`config.mk`:
```
export PLATFORM = sky130hd
export DESIGN_NAME = adc_frame_flow_hysteresis_core_flat
export DESIGN_NICKNAME = d
export VERILOG_FILES = /design/src/hdl/affh_pkg.sv /design/src/hdl/affh_chan_if.sv /design/src/hdl/affh_cell.sv /design/src/hdl/affh_scale.sv /design/src/hdl/adc_frame_flow_hysteresis_core.sv /design/src/flat_wrapper.sv
export SDC_FILE = /design/constraint.sdc
export NUM_CORES = 2
export LEC_CHECK = 0
export BUFFER_PORTS_ARGS = -buffer_cell sky130_fd_sc_hd__buf_2
export CAP_MARGIN = 20
export CELL_PAD_IN_SITES_DETAIL_PLACEMENT = 2
export CELL_PAD_IN_SITES_GLOBAL_PLACEMENT = 2
export CORE_ASPECT_RATIO = 1.2
export CORE_MARGIN = 8
export CORE_UTILIZATION = 47
export DETAILED_ROUTE_END_ITERATION = 6
export PLACE_DENSITY = 0.95
export SLEW_MARGIN = 10
export SYNTH_ARGS = -nofsm -noshare
export SYNTH_HDL_FRONTEND = slang
export SYNTH_HIERARCHICAL = 1
export SYNTH_SLANG_ARGS = --single-unit
```
`constraint.sdc`:
```
create_clock -name clk_i -period 17.2 [get_ports clk_i]
set_clock_uncertainty 0.1 [all_clocks]
set_input_delay 0.86 -clock clk_i [delete_from_list [all_inputs] [get_ports clk_i]]
set_output_delay 0.86 -clock clk_i [all_outputs]
set_load 0.02 [all_outputs]
```
`src/hdl/affh_pkg.sv`:
```
// Shared constants, codes and types for the ADC frame parser with flow hysteresis.
// No dependencies; every other file imports this package.
package affh_pkg;

  localparam int CHANNELS      = 6;
  localparam int FRAME_BYTES   = 16;
  localparam int FILL_W        = $clog2(FRAME_BYTES + 1);
  localparam int BYTE_W        = 8;
  localparam int CHAN_W        = 16;
  localparam int CFG_IDX_W     = 3;
  localparam int CFG_DATA_W    = 16;
  localparam int SPAN_W        = 15;
  localparam int PROD_W        = SPAN_W + CHAN_W;
  localparam int QUOT_W        = 24;
  localparam int FRAC_W        = 8;
  localparam int DVD_W         = PROD_W + FRAC_W;
  localparam int RECIP_W       = 26;
  localparam int RECIP_SHIFT   = 31;
  localparam int MULR_W        = PROD_W + RECIP_W;
  localparam int CNT_W         = 32;

  // Loop current spans in microamps
  localparam logic [CHAN_W-1:0] LOWER_LIVE = 16'd4000;
  localparam logic [SPAN_W-1:0] SPAN_FULL  = 15'd20000;
  localparam logic [SPAN_W-1:0] SPAN_LIVE  = 15'd16000;

  // floor(2^39 / span): 256 / span scaled by 2^31
  localparam logic [RECIP_W-1:0] RECIP_FULL = 26'd27487790;
  localparam logic [RECIP_W-1:0] RECIP_LIVE = 26'd34359738;

  // Configuration register indexes
  localparam logic [CFG_IDX_W-1:0] REG_HEAD_ONE   = 3'd0;
  localparam logic [CFG_IDX_W-1:0] REG_HEAD_TWO   = 3'd1;
  localparam logic [CFG_IDX_W-1:0] REG_TAIL_ONE   = 3'd2;
  localparam logic [CFG_IDX_W-1:0] REG_TAIL_TWO   = 3'd3;
  localparam logic [CFG_IDX_W-1:0] REG_LIVE_ZERO  = 3'd4;
  localparam logic [CFG_IDX_W-1:0] REG_FULL_SCALE = 3'd5;
  localparam logic [CFG_IDX_W-1:0] REG_START_THR  = 3'd6;
  localparam logic [CFG_IDX_W-1:0] REG_STOP_THR   = 3'd7;

  // Result kinds and flow edge codes
  localparam logic       KIND_FRAME   = 1'b0;
  localparam logic       KIND_NOFRAME = 1'b1;
  localparam logic [1:0] EDGE_NONE    = 2'd0;
  localparam logic [1:0] EDGE_START   = 2'd1;
  localparam logic [1:0] EDGE_STOP    = 2'd2;

  typedef struct packed {
    logic              start;
    logic              live_zero;
    logic [CHAN_W-1:0] chan;
    logic [CHAN_W-1:0] full_scale;
  } scale_req_t;

  typedef struct packed {
    logic              done;
    logic [QUOT_W-1:0] quot;
    logic              exact;
  } scale_rsp_t;

endpackage

```
`src/hdl/affh_chan_if.sv`:
```
// Handshake channels of the frame parser: byte input, result output, register writes.
// Depends on affh_pkg.
interface affh_in_if;
  import affh_pkg::*;
  logic              valid;
  logic              ready;
  logic [BYTE_W-1:0] rx_byte;
  logic              chunk_end;
  modport source (output valid, rx_byte, chunk_end, input ready);
  modport sink (input valid, rx_byte, chunk_end, output ready);
endinterface

interface affh_out_if;
  import affh_pkg::*;
  logic              valid;
  logic              ready;
  logic              result_kind;
  logic [CHAN_W-1:0] chan_one;
  logic [CHAN_W-1:0] chan_two;
  logic [CHAN_W-1:0] chan_three;
  logic [CHAN_W-1:0] chan_four;
  logic [CHAN_W-1:0] chan_five;
  logic [CHAN_W-1:0] chan_six;
  logic [QUOT_W-1:0] flow_q8;
  logic              flow_on;
  logic [1:0]        flow_edge;
  logic [CNT_W-1:0]  frame_total;
  logic [CNT_W-1:0]  error_total;
  modport source (output valid, result_kind, chan_one, chan_two, chan_three, chan_four,
                  chan_five, chan_six, flow_q8, flow_on, flow_edge, frame_total,
                  error_total, input ready);
  modport sink (input valid, result_kind, chan_one, chan_two, chan_three, chan_four,
                chan_five, chan_six, flow_q8, flow_on, flow_edge, frame_total,
                error_total, output ready);
endinterface

interface affh_cfg_if;
  import affh_pkg::*;
  logic                  valid;
  logic                  ready;
  logic [CFG_IDX_W-1:0]  index;
  logic [CFG_DATA_W-1:0] data;
  modport source (output valid, index, data, input ready);
  modport sink (input valid, index, data, output ready);
endinterface

```
`src/hdl/affh_cell.sv`:
```
// One byte cell of the sliding frame window; takes its neighbor's byte on each shift.
// Depends on affh_pkg.
module affh_cell (
  input  logic                        clk_i,
  input  logic                        rst_ni,
  input  logic                        shift_i,
  input  logic [affh_pkg::BYTE_W-1:0] byte_i,
  output logic [affh_pkg::BYTE_W-1:0] byte_o
);
  import affh_pkg::*;

  logic [BYTE_W-1:0] byte_q, byte_d;

  assign byte_d = shift_i ? byte_i : byte_q;
  assign byte_o = byte_q;

  always_ff @(posedge clk_i or negedge rst_ni) begin
    if (!rst_ni) begin
      byte_q <= '0;
    end else begin
      byte_q <= byte_d;
    end
  end

endmodule

```
`src/hdl/affh_scale.sv`:
```
// Flow scaler: clamps the loop current, multiplies by full scale and divides by the
// span through a reciprocal multiply and one correction step. Depends on affh_pkg.
module affh_scale (
  input  logic                    clk_i,
  input  logic                    rst_ni,
  input  affh_pkg::scale_req_t    req_i,
  output affh_pkg::scale_rsp_t    rsp_o
);
  import affh_pkg::*;

  localparam logic [2:0] P_IDLE = 3'd0;
  localparam logic [2:0] P_MUL  = 3'd1;
  localparam logic [2:0] P_REC  = 3'd2;
  localparam logic [2:0] P_BACK = 3'd3;
  localparam logic [2:0] P_REM  = 3'd4;
  localparam logic [2:0] P_FIX  = 3'd5;

  logic [2:0]         phase_q, phase_d;
  logic               done_q, done_d;
  logic [SPAN_W-1:0]  num_q, num_d;
  logic [SPAN_W-1:0]  span_q, span_d;
  logic [RECIP_W-1:0] recip_q, recip_d;
  logic [CHAN_W-1:0]  fs_q, fs_d;
  logic [PROD_W-1:0]  prod_q, prod_d;
  logic [QUOT_W-1:0]  quot_q, quot_d;
  logic [DVD_W-1:0]   back_q, back_d;
  logic [SPAN_W:0]    rem_q, rem_d;

  logic [CHAN_W-1:0]  lower;
  logic [SPAN_W-1:0]  span_sel;
  logic [CHAN_W-1:0]  diff;
  logic [PROD_W-1:0]  prod;
  logic [MULR_W-1:0]  est;
  logic [DVD_W-1:0]   back;
  logic [DVD_W-1:0]   rem_full;

  always_comb begin
    lower    = req_i.live_zero ? LOWER_LIVE : '0;
    span_sel = req_i.live_zero ? SPAN_LIVE : SPAN_FULL;
    diff     = (req_i.chan > lower) ? (req_i.chan - lower) : '0;
  end

  assign prod     = PROD_W'(num_q) * PROD_W'(fs_q);
  // prod stays below 2^31, so the estimate is the quotient or one less
  assign est      = MULR_W'(prod_q) * MULR_W'(recip_q);
  assign back     = DVD_W'(quot_q) * DVD_W'(span_q);
  assign rem_full = {prod_q, {FRAC_W{1'b0}}} - back_q;

  always_comb begin
    phase_d = phase_q;
    done_d  = 1'b0;
    num_d   = num_q;
    span_d  = span_q;
    recip_d = recip_q;
    fs_d    = fs_q;
    prod_d  = prod_q;
    quot_d  = quot_q;
    back_d  = back_q;
    rem_d   = rem_q;
    case (phase_q)
      P_IDLE: begin
        if (req_i.start) begin
          num_d   = (diff > CHAN_W'(span_sel)) ? span_sel : diff[SPAN_W-1:0];
          span_d  = span_sel;
          recip_d = req_i.live_zero ? RECIP_LIVE : RECIP_FULL;
          fs_d    = req_i.full_scale;
          phase_d = P_MUL;
        end
      end
      P_MUL: begin
        prod_d  = prod;
        phase_d = P_REC;
      end
      P_REC: begin
        quot_d  = est[RECIP_SHIFT+QUOT_W-1:RECIP_SHIFT];
        phase_d = P_BACK;
      end
      P_BACK: begin
        back_d  = back;
        phase_d = P_REM;
      end
      P_REM: begin
        // Remainder of prod * 256 sits below twice the span
        rem_d   = rem_full[SPAN_W:0];
        phase_d = P_FIX;
      end
      P_FIX: begin
        if (rem_q >= {1'b0, span_q}) begin
          quot_d = quot_q + 1'b1;
          rem_d  = rem_q - {1'b0, span_q};
        end
        done_d  = 1'b1;
        phase_d = P_IDLE;
      end
      default: begin
        phase_d = P_IDLE;
      end
    endcase
  end

  always_ff @(posedge clk_i or negedge rst_ni) begin
    if (!rst_ni) begin
      phase_q <= P_IDLE;
      done_q  <= 1'b0;
    end else begin
      phase_q <= phase_d;
      done_q  <= done_d;
    end
  end

  always_ff @(posedge clk_i) begin
    num_q   <= num_d;
    span_q  <= span_d;
    recip_q <= recip_d;
    fs_q    <= fs_d;
    prod_q  <= prod_d;
    quot_q  <= quot_d;
    back_q  <= back_d;
    rem_q   <= rem_d;
  end

  assign rsp_o.done  = done_q;
  assign rsp_o.quot  = quot_q;
  assign rsp_o.exact = (rem_q == '0) && (quot_q[FRAC_W-1:0] == '0);

endmodule

```
`src/hdl/adc_frame_flow_hysteresis_core.sv`:
```
// Frame parser for a six-channel current-loop ADC with flow scaling and hysteresis.
// An error word passes the window check and the output load; a frame word passes the
// window check, the scaler's multiply, reciprocal, back, remainder and fix phases, its
// done flag and output load. No new byte is taken until the last has left the check and
// any output load, which waits on a held result word. Reset (rst_ni low, async) clears
// all but the payload registers; depends on affh_pkg, affh_cell, affh_scale.
module adc_frame_flow_hysteresis_core (
  input  logic clk_i,
  input  logic rst_ni,
  affh_in_if.sink     in_ch,
  affh_out_if.source  out_ch,
  affh_cfg_if.sink    cfg_ch
);
  import affh_pkg::*;

  localparam logic [1:0] S_IDLE  = 2'd0;
  localparam logic [1:0] S_CHECK = 2'd1;
  localparam logic [1:0] S_CALC  = 2'd2;
  localparam logic [1:0] S_EMIT  = 2'd3;
  localparam logic [FILL_W-1:0] FILL_FULL = FILL_W'(FRAME_BYTES);

  // Configuration registers
  logic [BYTE_W-1:0] head_one_q, head_two_q, tail_one_q, tail_two_q;
  logic              live_zero_q;
  logic [CHAN_W-1:0] full_scale_q, start_thr_q, stop_thr_q;

  logic [1:0]        state_q, state_d;
  logic [FILL_W-1:0] fill_q, fill_d;
  logic              matched_q, matched_d;
  logic              last_q, last_d;
  logic              active_q, active_d;
  logic [CNT_W-1:0]  frames_q, frames_d;
  logic [CNT_W-1:0]  errors_q, errors_d;
  logic              kind_q, kind_d;
  logic [QUOT_W-1:0] quot_q;
  logic              exact_q;
  logic [CHAN_W-1:0] chan_q [CHANNELS];

  logic              out_valid_q, out_valid_d;
  logic              out_kind_q;
  logic [CHAN_W-1:0] out_chan_q [CHANNELS];
  logic [QUOT_W-1:0] out_flow_q;
  logic              out_on_q;
  logic [1:0]        out_edge_q;
  logic [CNT_W-1:0]  out_frames_q, out_errors_q;

  logic [BYTE_W-1:0] win [FRAME_BYTES];
  logic              in_fire, shift, is_frame, no_frame, load, capture;
  logic [1:0]        edge_d;
  logic [CHAN_W-1:0] q_int;
  logic              stop_hit;
  scale_req_t        req;
  scale_rsp_t        rsp;

  assign in_ch.ready  = (state_q == S_IDLE);
  assign in_fire      = in_ch.valid && in_ch.ready;
  assign shift        = in_fire;
  assign cfg_ch.ready = 1'b1;

  // Window: cell 0 holds the oldest byte, the newest enters at the far end
  for (genvar i = 0; i < FRAME_BYTES; i++) begin : g_cell
    logic [BYTE_W-1:0] feed;
    if (i == FRAME_BYTES - 1) begin : g_end
      assign feed = in_ch.rx_byte;
    end else begin : g_mid
      assign feed = win[i+1];
    end
    affh_cell u_cell (
      .clk_i   (clk_i),
      .rst_ni  (rst_ni),
      .shift_i (shift),
      .byte_i  (feed),
      .byte_o  (win[i])
    );
  end

  assign is_frame = (fill_q == FILL_FULL) && !matched_q &&
                    (win[0] == head_one_q) && (win[1] == head_two_q) &&
                    (win[FRAME_BYTES-2] == tail_one_q) && (win[FRAME_BYTES-1] == tail_two_q);
  assign no_frame = last_q && (fill_q == FILL_FULL) && !matched_q;
  assign capture  = (state_q == S_CHECK) && is_frame;

  assign req.start      = capture;
  assign req.live_zero  = live_zero_q;
  assign req.chan       = {win[2*CHANNELS], win[2*CHANNELS+1]};
  assign req.full_scale = full_scale_q;

  affh_scale u_scale (
    .clk_i  (clk_i),
    .rst_ni (rst_ni),
    .req_i  (req),
    .rsp_o  (rsp)
  );

  assign load     = (state_q == S_EMIT) && (!out_valid_q || out_ch.ready);
  assign q_int    = quot_q[QUOT_W-1:FRAC_W];
  assign stop_hit = (q_int < stop_thr_q) || ((q_int == stop_thr_q) && exact_q);

  always_comb begin
    state_d     = state_q;
    fill_d      = fill_q;
    matched_d   = matched_q;
    last_d      = last_q;
    active_d    = active_q;
    frames_d    = frames_q;
    errors_d    = errors_q;
    kind_d      = kind_q;
    edge_d      = EDGE_NONE;
    out_valid_d = out_valid_q && !out_ch.ready;
    case (state_q)
      S_IDLE: begin
        if (in_fire) begin
          last_d  = in_ch.chunk_end;
          fill_d  = (fill_q < FILL_FULL) ? fill_q + 1'b1 : fill_q;
          state_d = S_CHECK;
        end
      end
      S_CHECK: begin
        if (is_frame) begin
          matched_d = 1'b1;
          kind_d    = KIND_FRAME;
          state_d   = S_CALC;
        end else if (no_frame) begin
          kind_d  = KIND_NOFRAME;
          state_d = S_EMIT;
        end else begin
          state_d = S_IDLE;
        end
        // Windows never span two chunks
        if (last_q) begin
          fill_d    = '0;
          matched_d = 1'b0;
        end
      end
      S_CALC: begin
        if (rsp.done) begin
          state_d = S_EMIT;
        end
      end
      S_EMIT: begin
        if (load) begin
          out_valid_d = 1'b1;
          state_d     = S_IDLE;
          if (kind_q == KIND_FRAME) begin
            frames_d = frames_q + 1'b1;
            if (!active_q && (q_int >= start_thr_q)) begin
              active_d = 1'b1;
              edge_d   = EDGE_START;
            end else if (active_q && stop_hit) begin
              active_d = 1'b0;
              edge_d   = EDGE_STOP;
            end
          end else begin
            errors_d = errors_q + 1'b1;
          end
        end
      end
      default: begin
        state_d = S_IDLE;
      end
    endcase
  end

  always_ff @(posedge clk_i or negedge rst_ni) begin
    if (!rst_ni) begin
      state_q      <= S_IDLE;
      fill_q       <= '0;
      matched_q    <= 1'b0;
      last_q       <= 1'b0;
      active_q     <= 1'b0;
      frames_q     <= '0;
      errors_q     <= '0;
      kind_q       <= KIND_FRAME;
      out_valid_q  <= 1'b0;
      head_one_q   <= '0;
      head_two_q   <= '0;
      tail_one_q   <= '0;
      tail_two_q   <= '0;
      live_zero_q  <= 1'b0;
      full_scale_q <= '0;
      start_thr_q  <= '0;
      stop_thr_q   <= '0;
    end else begin
      state_q     <= state_d;
      fill_q      <= fill_d;
      matched_q   <= matched_d;
      last_q      <= last_d;
      active_q    <= active_d;
      frames_q    <= frames_d;
      errors_q    <= errors_d;
      kind_q      <= kind_d;
      out_valid_q <= out_valid_d;
      if (cfg_ch.valid && cfg_ch.ready) begin
        case (cfg_ch.index)
          REG_HEAD_ONE:   head_one_q   <= cfg_ch.data[BYTE_W-1:0];
          REG_HEAD_TWO:   head_two_q   <= cfg_ch.data[BYTE_W-1:0];
          REG_TAIL_ONE:   tail_one_q   <= cfg_ch.data[BYTE_W-1:0];
          REG_TAIL_TWO:   tail_two_q   <= cfg_ch.data[BYTE_W-1:0];
          REG_LIVE_ZERO:  live_zero_q  <= cfg_ch.data[0];
          REG_FULL_SCALE: full_scale_q <= cfg_ch.data;
          REG_START_THR:  start_thr_q  <= cfg_ch.data;
          REG_STOP_THR:   stop_thr_q   <= cfg_ch.data;
          default: ;
        endcase
      end
    end
  end

  // Payload registers
  always_ff @(posedge clk_i) begin
    if (capture) begin
      for (int i = 0; i < CHANNELS; i++) begin
        chan_q[i] <= {win[2+2*i], win[3+2*i]};
      end
    end
    if (rsp.done) begin
      quot_q  <= rsp.quot;
      exact_q <= rsp.exact;
    end
    if (load) begin
      out_kind_q   <= kind_q;
      out_on_q     <= active_d;
      out_edge_q   <= edge_d;
      out_frames_q <= frames_d;
      out_errors_q <= errors_d;
      if (kind_q == KIND_FRAME) begin
        out_flow_q <= quot_q;
        for (int i = 0; i < CHANNELS; i++) begin
          out_chan_q[i] <= chan_q[i];
        end
      end else begin
        out_flow_q <= '0;
        for (int i = 0; i < CHANNELS; i++) begin
          out_chan_q[i] <= '0;
        end
      end
    end
  end

  assign out_ch.valid       = out_valid_q;
  assign out_ch.result_kind = out_kind_q;
  assign out_ch.chan_one    = out_chan_q[0];
  assign out_ch.chan_two    = out_chan_q[1];
  assign out_ch.chan_three  = out_chan_q[2];
  assign out_ch.chan_four   = out_chan_q[3];
  assign out_ch.chan_five   = out_chan_q[4];
  assign out_ch.chan_six    = out_chan_q[5];
  assign out_ch.flow_q8     = out_flow_q;
  assign out_ch.flow_on     = out_on_q;
  assign out_ch.flow_edge   = out_edge_q;
  assign out_ch.frame_total = out_frames_q;
  assign out_ch.error_total = out_errors_q;

  a_accept_to_check: assert property (@(posedge clk_i) disable iff (!rst_ni)
    in_fire |=> (state_q == S_CHECK))
    else $error("accepted word not followed by window check");

  a_done_in_calc: assert property (@(posedge clk_i) disable iff (!rst_ni)
    rsp.done |-> (state_q == S_CALC))
    else $error("scaler finished outside of calculation");

  a_nofrcame_no_edge: assert property (@(posedge clk_i) disable iff (!rst_ni)
    (out_ch.valid && (out_ch.result_kind == KIND_NOFRAME)) |->
      (out_ch.flow_edge == EDGE_NONE))
    else $error("chunk error result carries a flow edge");

  a_edge_matches_flag: assert property (@(posedge clk_i) disable iff (!rst_ni)
    (out_ch.valid && (out_ch.flow_edge != EDGE_NONE)) |->
      (out_ch.flow_on == (out_ch.flow_edge == EDGE_START)))
    else $error("flow edge disagrees with active flag");

endmodule

```
`src/flat_wrapper.sv`:
```
// flat-port wrapper written by rule: the top's interface ports become plain ports
module adc_frame_flow_hysteresis_core_flat import affh_pkg::*;
  (clk_i, rst_ni, in_ch_valid, in_ch_rx_byte, in_ch_chunk_end, in_ch_ready, out_ch_valid, out_ch_result_kind, out_ch_chan_one, out_ch_chan_two, out_ch_chan_three, out_ch_chan_four, out_ch_chan_five, out_ch_chan_six, out_ch_flow_q8, out_ch_flow_on, out_ch_flow_edge, out_ch_frame_total, out_ch_error_total, out_ch_ready, cfg_ch_valid, cfg_ch_index, cfg_ch_data, cfg_ch_ready);
  affh_in_if in_ch_i ();
  affh_out_if out_ch_i ();
  affh_cfg_if cfg_ch_i ();
  input  logic clk_i;
  input  logic rst_ni;
  input wire logic [$bits(in_ch_i.valid)-1:0] in_ch_valid;
  input wire logic [$bits(in_ch_i.rx_byte)-1:0] in_ch_rx_byte;
  input wire logic [$bits(in_ch_i.chunk_end)-1:0] in_ch_chunk_end;
  output wire logic [$bits(in_ch_i.ready)-1:0] in_ch_ready;
  output wire logic [$bits(out_ch_i.valid)-1:0] out_ch_valid;
  output wire logic [$bits(out_ch_i.result_kind)-1:0] out_ch_result_kind;
  output wire logic [$bits(out_ch_i.chan_one)-1:0] out_ch_chan_one;
  output wire logic [$bits(out_ch_i.chan_two)-1:0] out_ch_chan_two;
  output wire logic [$bits(out_ch_i.chan_three)-1:0] out_ch_chan_three;
  output wire logic [$bits(out_ch_i.chan_four)-1:0] out_ch_chan_four;
  output wire logic [$bits(out_ch_i.chan_five)-1:0] out_ch_chan_five;
  output wire logic [$bits(out_ch_i.chan_six)-1:0] out_ch_chan_six;
  output wire logic [$bits(out_ch_i.flow_q8)-1:0] out_ch_flow_q8;
  output wire logic [$bits(out_ch_i.flow_on)-1:0] out_ch_flow_on;
  output wire logic [$bits(out_ch_i.flow_edge)-1:0] out_ch_flow_edge;
  output wire logic [$bits(out_ch_i.frame_total)-1:0] out_ch_frame_total;
  output wire logic [$bits(out_ch_i.error_total)-1:0] out_ch_error_total;
  input wire logic [$bits(out_ch_i.ready)-1:0] out_ch_ready;
  input wire logic [$bits(cfg_ch_i.valid)-1:0] cfg_ch_valid;
  input wire logic [$bits(cfg_ch_i.index)-1:0] cfg_ch_index;
  input wire logic [$bits(cfg_ch_i.data)-1:0] cfg_ch_data;
  output wire logic [$bits(cfg_ch_i.ready)-1:0] cfg_ch_ready;
  assign in_ch_i.valid = in_ch_valid;
  assign in_ch_i.rx_byte = in_ch_rx_byte;
  assign in_ch_i.chunk_end = in_ch_chunk_end;
  assign in_ch_ready = in_ch_i.ready;
  assign out_ch_valid = out_ch_i.valid;
  assign out_ch_result_kind = out_ch_i.result_kind;
  assign out_ch_chan_one = out_ch_i.chan_one;
  assign out_ch_chan_two = out_ch_i.chan_two;
  assign out_ch_chan_three = out_ch_i.chan_three;
  assign out_ch_chan_four = out_ch_i.chan_four;
  assign out_ch_chan_five = out_ch_i.chan_five;
  assign out_ch_chan_six = out_ch_i.chan_six;
  assign out_ch_flow_q8 = out_ch_i.flow_q8;
  assign out_ch_flow_on = out_ch_i.flow_on;
  assign out_ch_flow_edge = out_ch_i.flow_edge;
  assign out_ch_frame_total = out_ch_i.frame_total;
  assign out_ch_error_total = out_ch_i.error_total;
  assign out_ch_i.ready = out_ch_ready;
  assign cfg_ch_i.valid = cfg_ch_valid;
  assign cfg_ch_i.index = cfg_ch_index;
  assign cfg_ch_i.data = cfg_ch_data;
  assign cfg_ch_ready = cfg_ch_i.ready;
  adc_frame_flow_hysteresis_core u_core (.clk_i(clk_i), .rst_ni(rst_ni), .in_ch(in_ch_i), .out_ch(out_ch_i), .cfg_ch(cfg_ch_i));
endmodule
```
==> metrics.md, run 1 <==
| Metric | Value |
|---|---|
| Overflow after GRT | `214` |
| Largest family of logic cells by synthesized area | `adder cells` |
| Tool error | `[ERROR GRT-0116] Global routing finished with congestion. Check the congestion regions in the DRC Viewer.` |
| Die boundary width | `330 microns` |
| Status | `aborted with a tool error` |
| Port Buffers | `222` |
| Main synth FF type | `edfxtp_1` |
| Cts hold-fix bufs | `0` |
| Stopped at | `5_1_grt` |
| Fraction of synthesized area in multiplexers | `5.32%` |
| Ports | `224` |
| FF+latch count, synth | `708` |
| Largest net degree at the start of global routing | `176` |
| Synth Area in XOR/XNOR | `3.68%` |
| PostCTS Resize Cnt | `0` |
| Netlist cell types | `88` |
| CTS Buffer Depth | `3` |
| Starting Density | `47.2%` |
| Simple-Gate Fraction of Synth Area | `9.62%` |
| Post-synth EDFFs | `339` |
| Postcts setup bufs | `0` |
| CTS H-tree lvls | `3` |
| CTS buffer count | `76` |
| Vias in the first global route | `57000` |
| Root buffer cell | `clkbuf_16` |
| Row Count | `138` |
| Adder-cell share of the synthesized area | `35.7%` |
| First-pass GRT wire length | `475000 microns` |
| Synth Area in Compound Gates | `3.77%` |
| Syn_nets | `6035` |
| Syn Area/Cell | `11.5 sq um` |
| Die H | `393 microns` |
| GR Util All Layers | `52.9%` |
| Async S/R FF share, synth | `40.8%` |
| Sink Count | `708` |
| Final HPWL DP | `186000 microns` |
| Synth warnings | `6` |
| Seq/Total Area, Yosys | `34.2%` |
| RePlAce Congestion | `0.928` |
| Syn Inst Count | `4833` |
| Synth Cell Area | `55500 sq um` |
[synth_stat cells (46+ instances only)]
master | n | area share (%)
dfxtp_1 | 80 | 2.9
nand3_1 | 139 | 1.3
a21oi_1 | 90 | 0.81
and2_1 | 140 | 1.6
a21o_1 | 46 | 0.62
fa_1 | 684 | 25
ha_1 | 485 | 11
clkbuf_1 | 90 | 0.61
xor2_1 | 60 | 0.95
o21ai_0 | 54 | 0.49
inv_1 | 972 | 6.6
dfrtp_1 | 289 | 13
mux2_2 | 87 | 1.8
edfxtp_1 | 339 | 18
xnor2_1 | 173 | 2.7
mux2_4 | 128 | 3.5
nand2_1 | 460 | 3.1
nor2_1 | 116 | 0.78
[metal layers]
layer | global-route usage [%] | overflow
met5 | 12.1 | 0
met3 | 31.2 | 1
met1 | 49.6 | 0
met2 | 76.7 | 132
met4 | 54.4 | 81
[per-stage QoR]
| step | instance area (sq um) | hold slack, ps | setup slack, ps | std cells | utilization [%] |
|---|---|---|---|---|---|
| 4_1_cts | 60800 | 266 | 7120 | 6633 | 51.7 |
| 2_1_floorplan | 55500 | 319 | 7510 | 4833 | - |
| 3_5_place_dp | 58200 | 332 | 8090 | 6491 | 49.5 |
| 3_3_place_gp | 58200 | 321 | 8770 | 6491 | 49.5 |
[cells by family after synthesis]
group | count (synthesis)
and+or+nand+nor | 1085
DFF | 708
xor gates and xnor gates | 233
buffers and inverters | 1094
muxes | 220
AOI/OAI and AO/OA | 317
adders and majority gates | 1175
other | 1
==> run 2: changes to the inputs <==
--- a/config.mk
+++ b/config.mk
@@ -7,13 +7,10 @@
 export LEC_CHECK = 0
 export BUFFER_PORTS_ARGS = -buffer_cell sky130_fd_sc_hd__buf_2
 export CAP_MARGIN = 20
-export CELL_PAD_IN_SITES_DETAIL_PLACEMENT = 2
-export CELL_PAD_IN_SITES_GLOBAL_PLACEMENT = 2
-export CORE_ASPECT_RATIO = 1.2
 export CORE_MARGIN = 8
-export CORE_UTILIZATION = 47
+export CORE_UTILIZATION = 40
 export DETAILED_ROUTE_END_ITERATION = 6
-export PLACE_DENSITY = 0.95
+export PLACE_DENSITY_LB_ADDON = 0.15
 export SLEW_MARGIN = 10
 export SYNTH_ARGS = -nofsm -noshare
 export SYNTH_HDL_FRONTEND = slang
==> run 2 against run 1 <==
The flow now finishes without violations. Area after synthesis unchanged. Synthesized cell count unchanged.
==> metrics.md, run 2 <==
| Metric | Value |
|---|---|
| Share of the synthesized area in the top cell type | `24.7%` |
| Syn_nets | `6035` |
| RePlAce Congestion | `0.950` |
| R2r setup slk | `8440 ps` |
| Die H | `389 microns` |
| Post-synth EDFFs | `339` |
| # setup viols final | `0` |
| Synth top area cells | `fa_1 (25%), edfxtp_1 (18%), dfrtp_1 (13%)` |
| Most common cell after layout, fill and taps aside | `inv_1` |
| Worst skew pair latency | `670 ps` |
| DR WL/cell | `21.0 microns` |
| DIE AREA | `151000 sq um` |
| F_max | `114 MHz` |
| Vias | `34300` |
| Final HPWL DP | `116000 microns` |
| Min Tclk post-route | `8760 ps` |
| DRT Pass-1 Iters | `5` |
| Critical path depth in cells | `24` |
| Crit path DAT | `9140 ps` |
| Crit path to | `u_core/u_scale/quot_q[13]` |
| Design area | `61400 sq um` |
| Sink Count | `708` |
| Starting Density | `40.3%` |
| CP max stage delay | `780 ps` |
| Count leader, synth | `inv_1` |
| Via/cell ratio | `4.96` |
| FF+latch count, synth | `708` |
| Slew Viols, Final | `0` |
| Largest net degree at the start of global routing | `92` |
| Port Buffers | `222` |
| CTS buffer count | `81` |
| First-pass GRT wire length | `225000 microns` |
| CP cell instances | `buf_4, inv_1, nor2_1, inv_1, maj3_1, nor2_1, fa_1, fa_1, fa_1, fa_1, fa_1, inv_1, fa_1, inv_1, ha_1, nand3_1, nor4_1, nand2_1, a221oi_1, a211oi_1, o31ai_2, a2111oi_0, a41o_1, a21oi_1` |
| CTS Buffer Depth | `3` |
| Async S/R FF share, synth | `40.8%` |
| Highest-count cells in the layout ignoring fill and taps | `inv_1 (971), fa_1 (684), ha_1 (485), nand2_1 (460), edfxtp_1 (339)` |
| Core area | `138000 sq um` |
| Worst setup path start | `u_core/u_scale/span_q[13]` |
| Reg2reg path depth | `24` |
| Status | `finished, final reports clean` |
| PostCTS Resize Cnt | `0` |
| Worst slew pin tran | `1110 ps` |
| Synth area leader | `fa_1` |
| RSZ-0062 raised after global routing | `no` |
| Tcrit/Tclk final | `50.9%` |
| Main synth FF type | `edfxtp_1` |
| Initial antenna violation count | `13` |
| Die boundary width | `389 microns` |
| Post-route insts no fill | `6913` |
| Synth warnings | `6` |
| Cts hold-fix bufs | `0` |
| Placed insts | `6752` |
| Ports | `224` |
| Nets | `6245` |
| CP Capture Type | `flip-flop` |
| WL final | `145000 microns` |
| Worst-path fanout max | `30` |
| DR DRC count | `0` |
| Critical path class | `flip-flop to flip-flop` |
| DRC marker count from the first detailed-route iteration | `1918` |
| Seq/Total Area, Yosys | `34.2%` |
| Netlist cell types | `88` |
| Synthesis-to-layout area growth | `10.6%` |
| Crit path launch type | `flip-flop` |
| GR Util All Layers | `19.3%` |
| RR Endpoint | `u_core/u_scale/quot_q[13]` |
| Critical Path Most Common Cell | `fa_1` |
| Antenna viol nets, final | `0` |
| CTS H-tree lvls | `3` |
| Syn Area/Cell | `11.5 sq um` |
| Vias in the first global route | `37000` |
| Final Hold Slack | `91.0 ps` |
| Placed Area | `58500 sq um` |
| CTS tree | `yes` |
| Setup TNS | `0 ps` |
| Leading post-synthesis cells by instance count | `inv_1 (972), fa_1 (684), ha_1 (485)` |
| Overflow after GRT | `0` |
| Crit path required time | `17580 ps` |
| Slowest CP cell | `nor4_1` |
| Final hold vios | `0` |
| Largest register FFs | `128` |
| Clk pin slew, worst setup/hold paths | `60 ps` |
| MaxCap Viol Count | `0` |
| Layout cells sized above 1 | `12.3%` |
| Slew margin rel. | `25.8%` |
| Type of the most critical hold path | `primary input to async pin` |
| Syn Inst Count | `4833` |
| Critical R2R Launch | `u_core/u_scale/span_q[13]` |
| Synth Cell Area | `55500 sq um` |
| Row Count | `136` |
| Root buffer cell | `clkbuf_16` |
| Postcts setup bufs | `0` |
| Family with the most delay on the worst path | `adder cells` |
| CP bufs+invs | `5` |
-- run 2: through the flow --
stage	setup WS, ps	utilization, %
5_1_grt	7900	44.6
3_3_place_gp	8620	42.5
4_1_cts	8470	44.6
6_report	8440	44.6
2_1_floorplan	7510	-
3_5_place_dp	8590	42.5
-- run 2: worst min path at each step --
| stage | to | cells after the start |
|---|---|---|
| global placement | u_core/out_chan_q[4][4] | 2 |
| floorplan | u_core/u_scale/fs_q[0] | 0 |
| CTS | u_core/g_cell[9].u_cell/byte_o[5] | 1 |
| global route | u_core/g_cell[8].u_cell/byte_o[3] | 1 |
| finish | u_core/g_cell[9].u_cell/byte_o[5] | 1 |
| detailed placement | u_core/out_chan_q[1][4] | 2 |
-- run 2: layer usage --
metal,wire (microns),vias up,part of all wire [%],GRT usage (%)
met5,57,-,0.039,0
met4,4450,8,3.1,5.59
met3,6330,191,4.4,3.18
met2,68400,662,47,31.6
met1,65800,17500,45,26.3
li1,-,15900,-,-
-- run 2: cells by family (layout without fill, tap and decap cells) --
family	after synthesis	count (layout)	share of synthesized area, %
AOI/OAI and AO/OA	317	317	3.77
buffers and inverters	1094	1373	7.66
and+or+nand+nor	1085	1085	9.62
other	1	8	0.00675
adders and majority gates	1175	1175	35.7
xor gates and xnor gates	233	233	3.68
DFF	708	708	34.2
muxes	220	220	5.32
-- run 2: worst register-to-register path: cells and delay by family (launching register included) --
family / cells / cell delay [ps]
buffers and inverters: 5 / 1060
DFF: 1 / 320
and+or+nand+nor: 5 / 1780
AOI/OAI and AO/OA: 6 / 1630
adders and majority gates: 8 / 3700
-- run 2: area by class of cell --
cell class	count	area (sq um)
fillers	12800	76200
multi-input cells	3031	32300
flip-flops and latches	708	19000
inverters	974	3660
clock buffers	119	2400
well taps	1794	2240
repair buffers	247	1310
clock inverters	33	485
diodes	7	17.5
Power of run 2 is not shown: default switching activity piles up to over one toggle a cycle in this logic, so the estimate is an artifact.
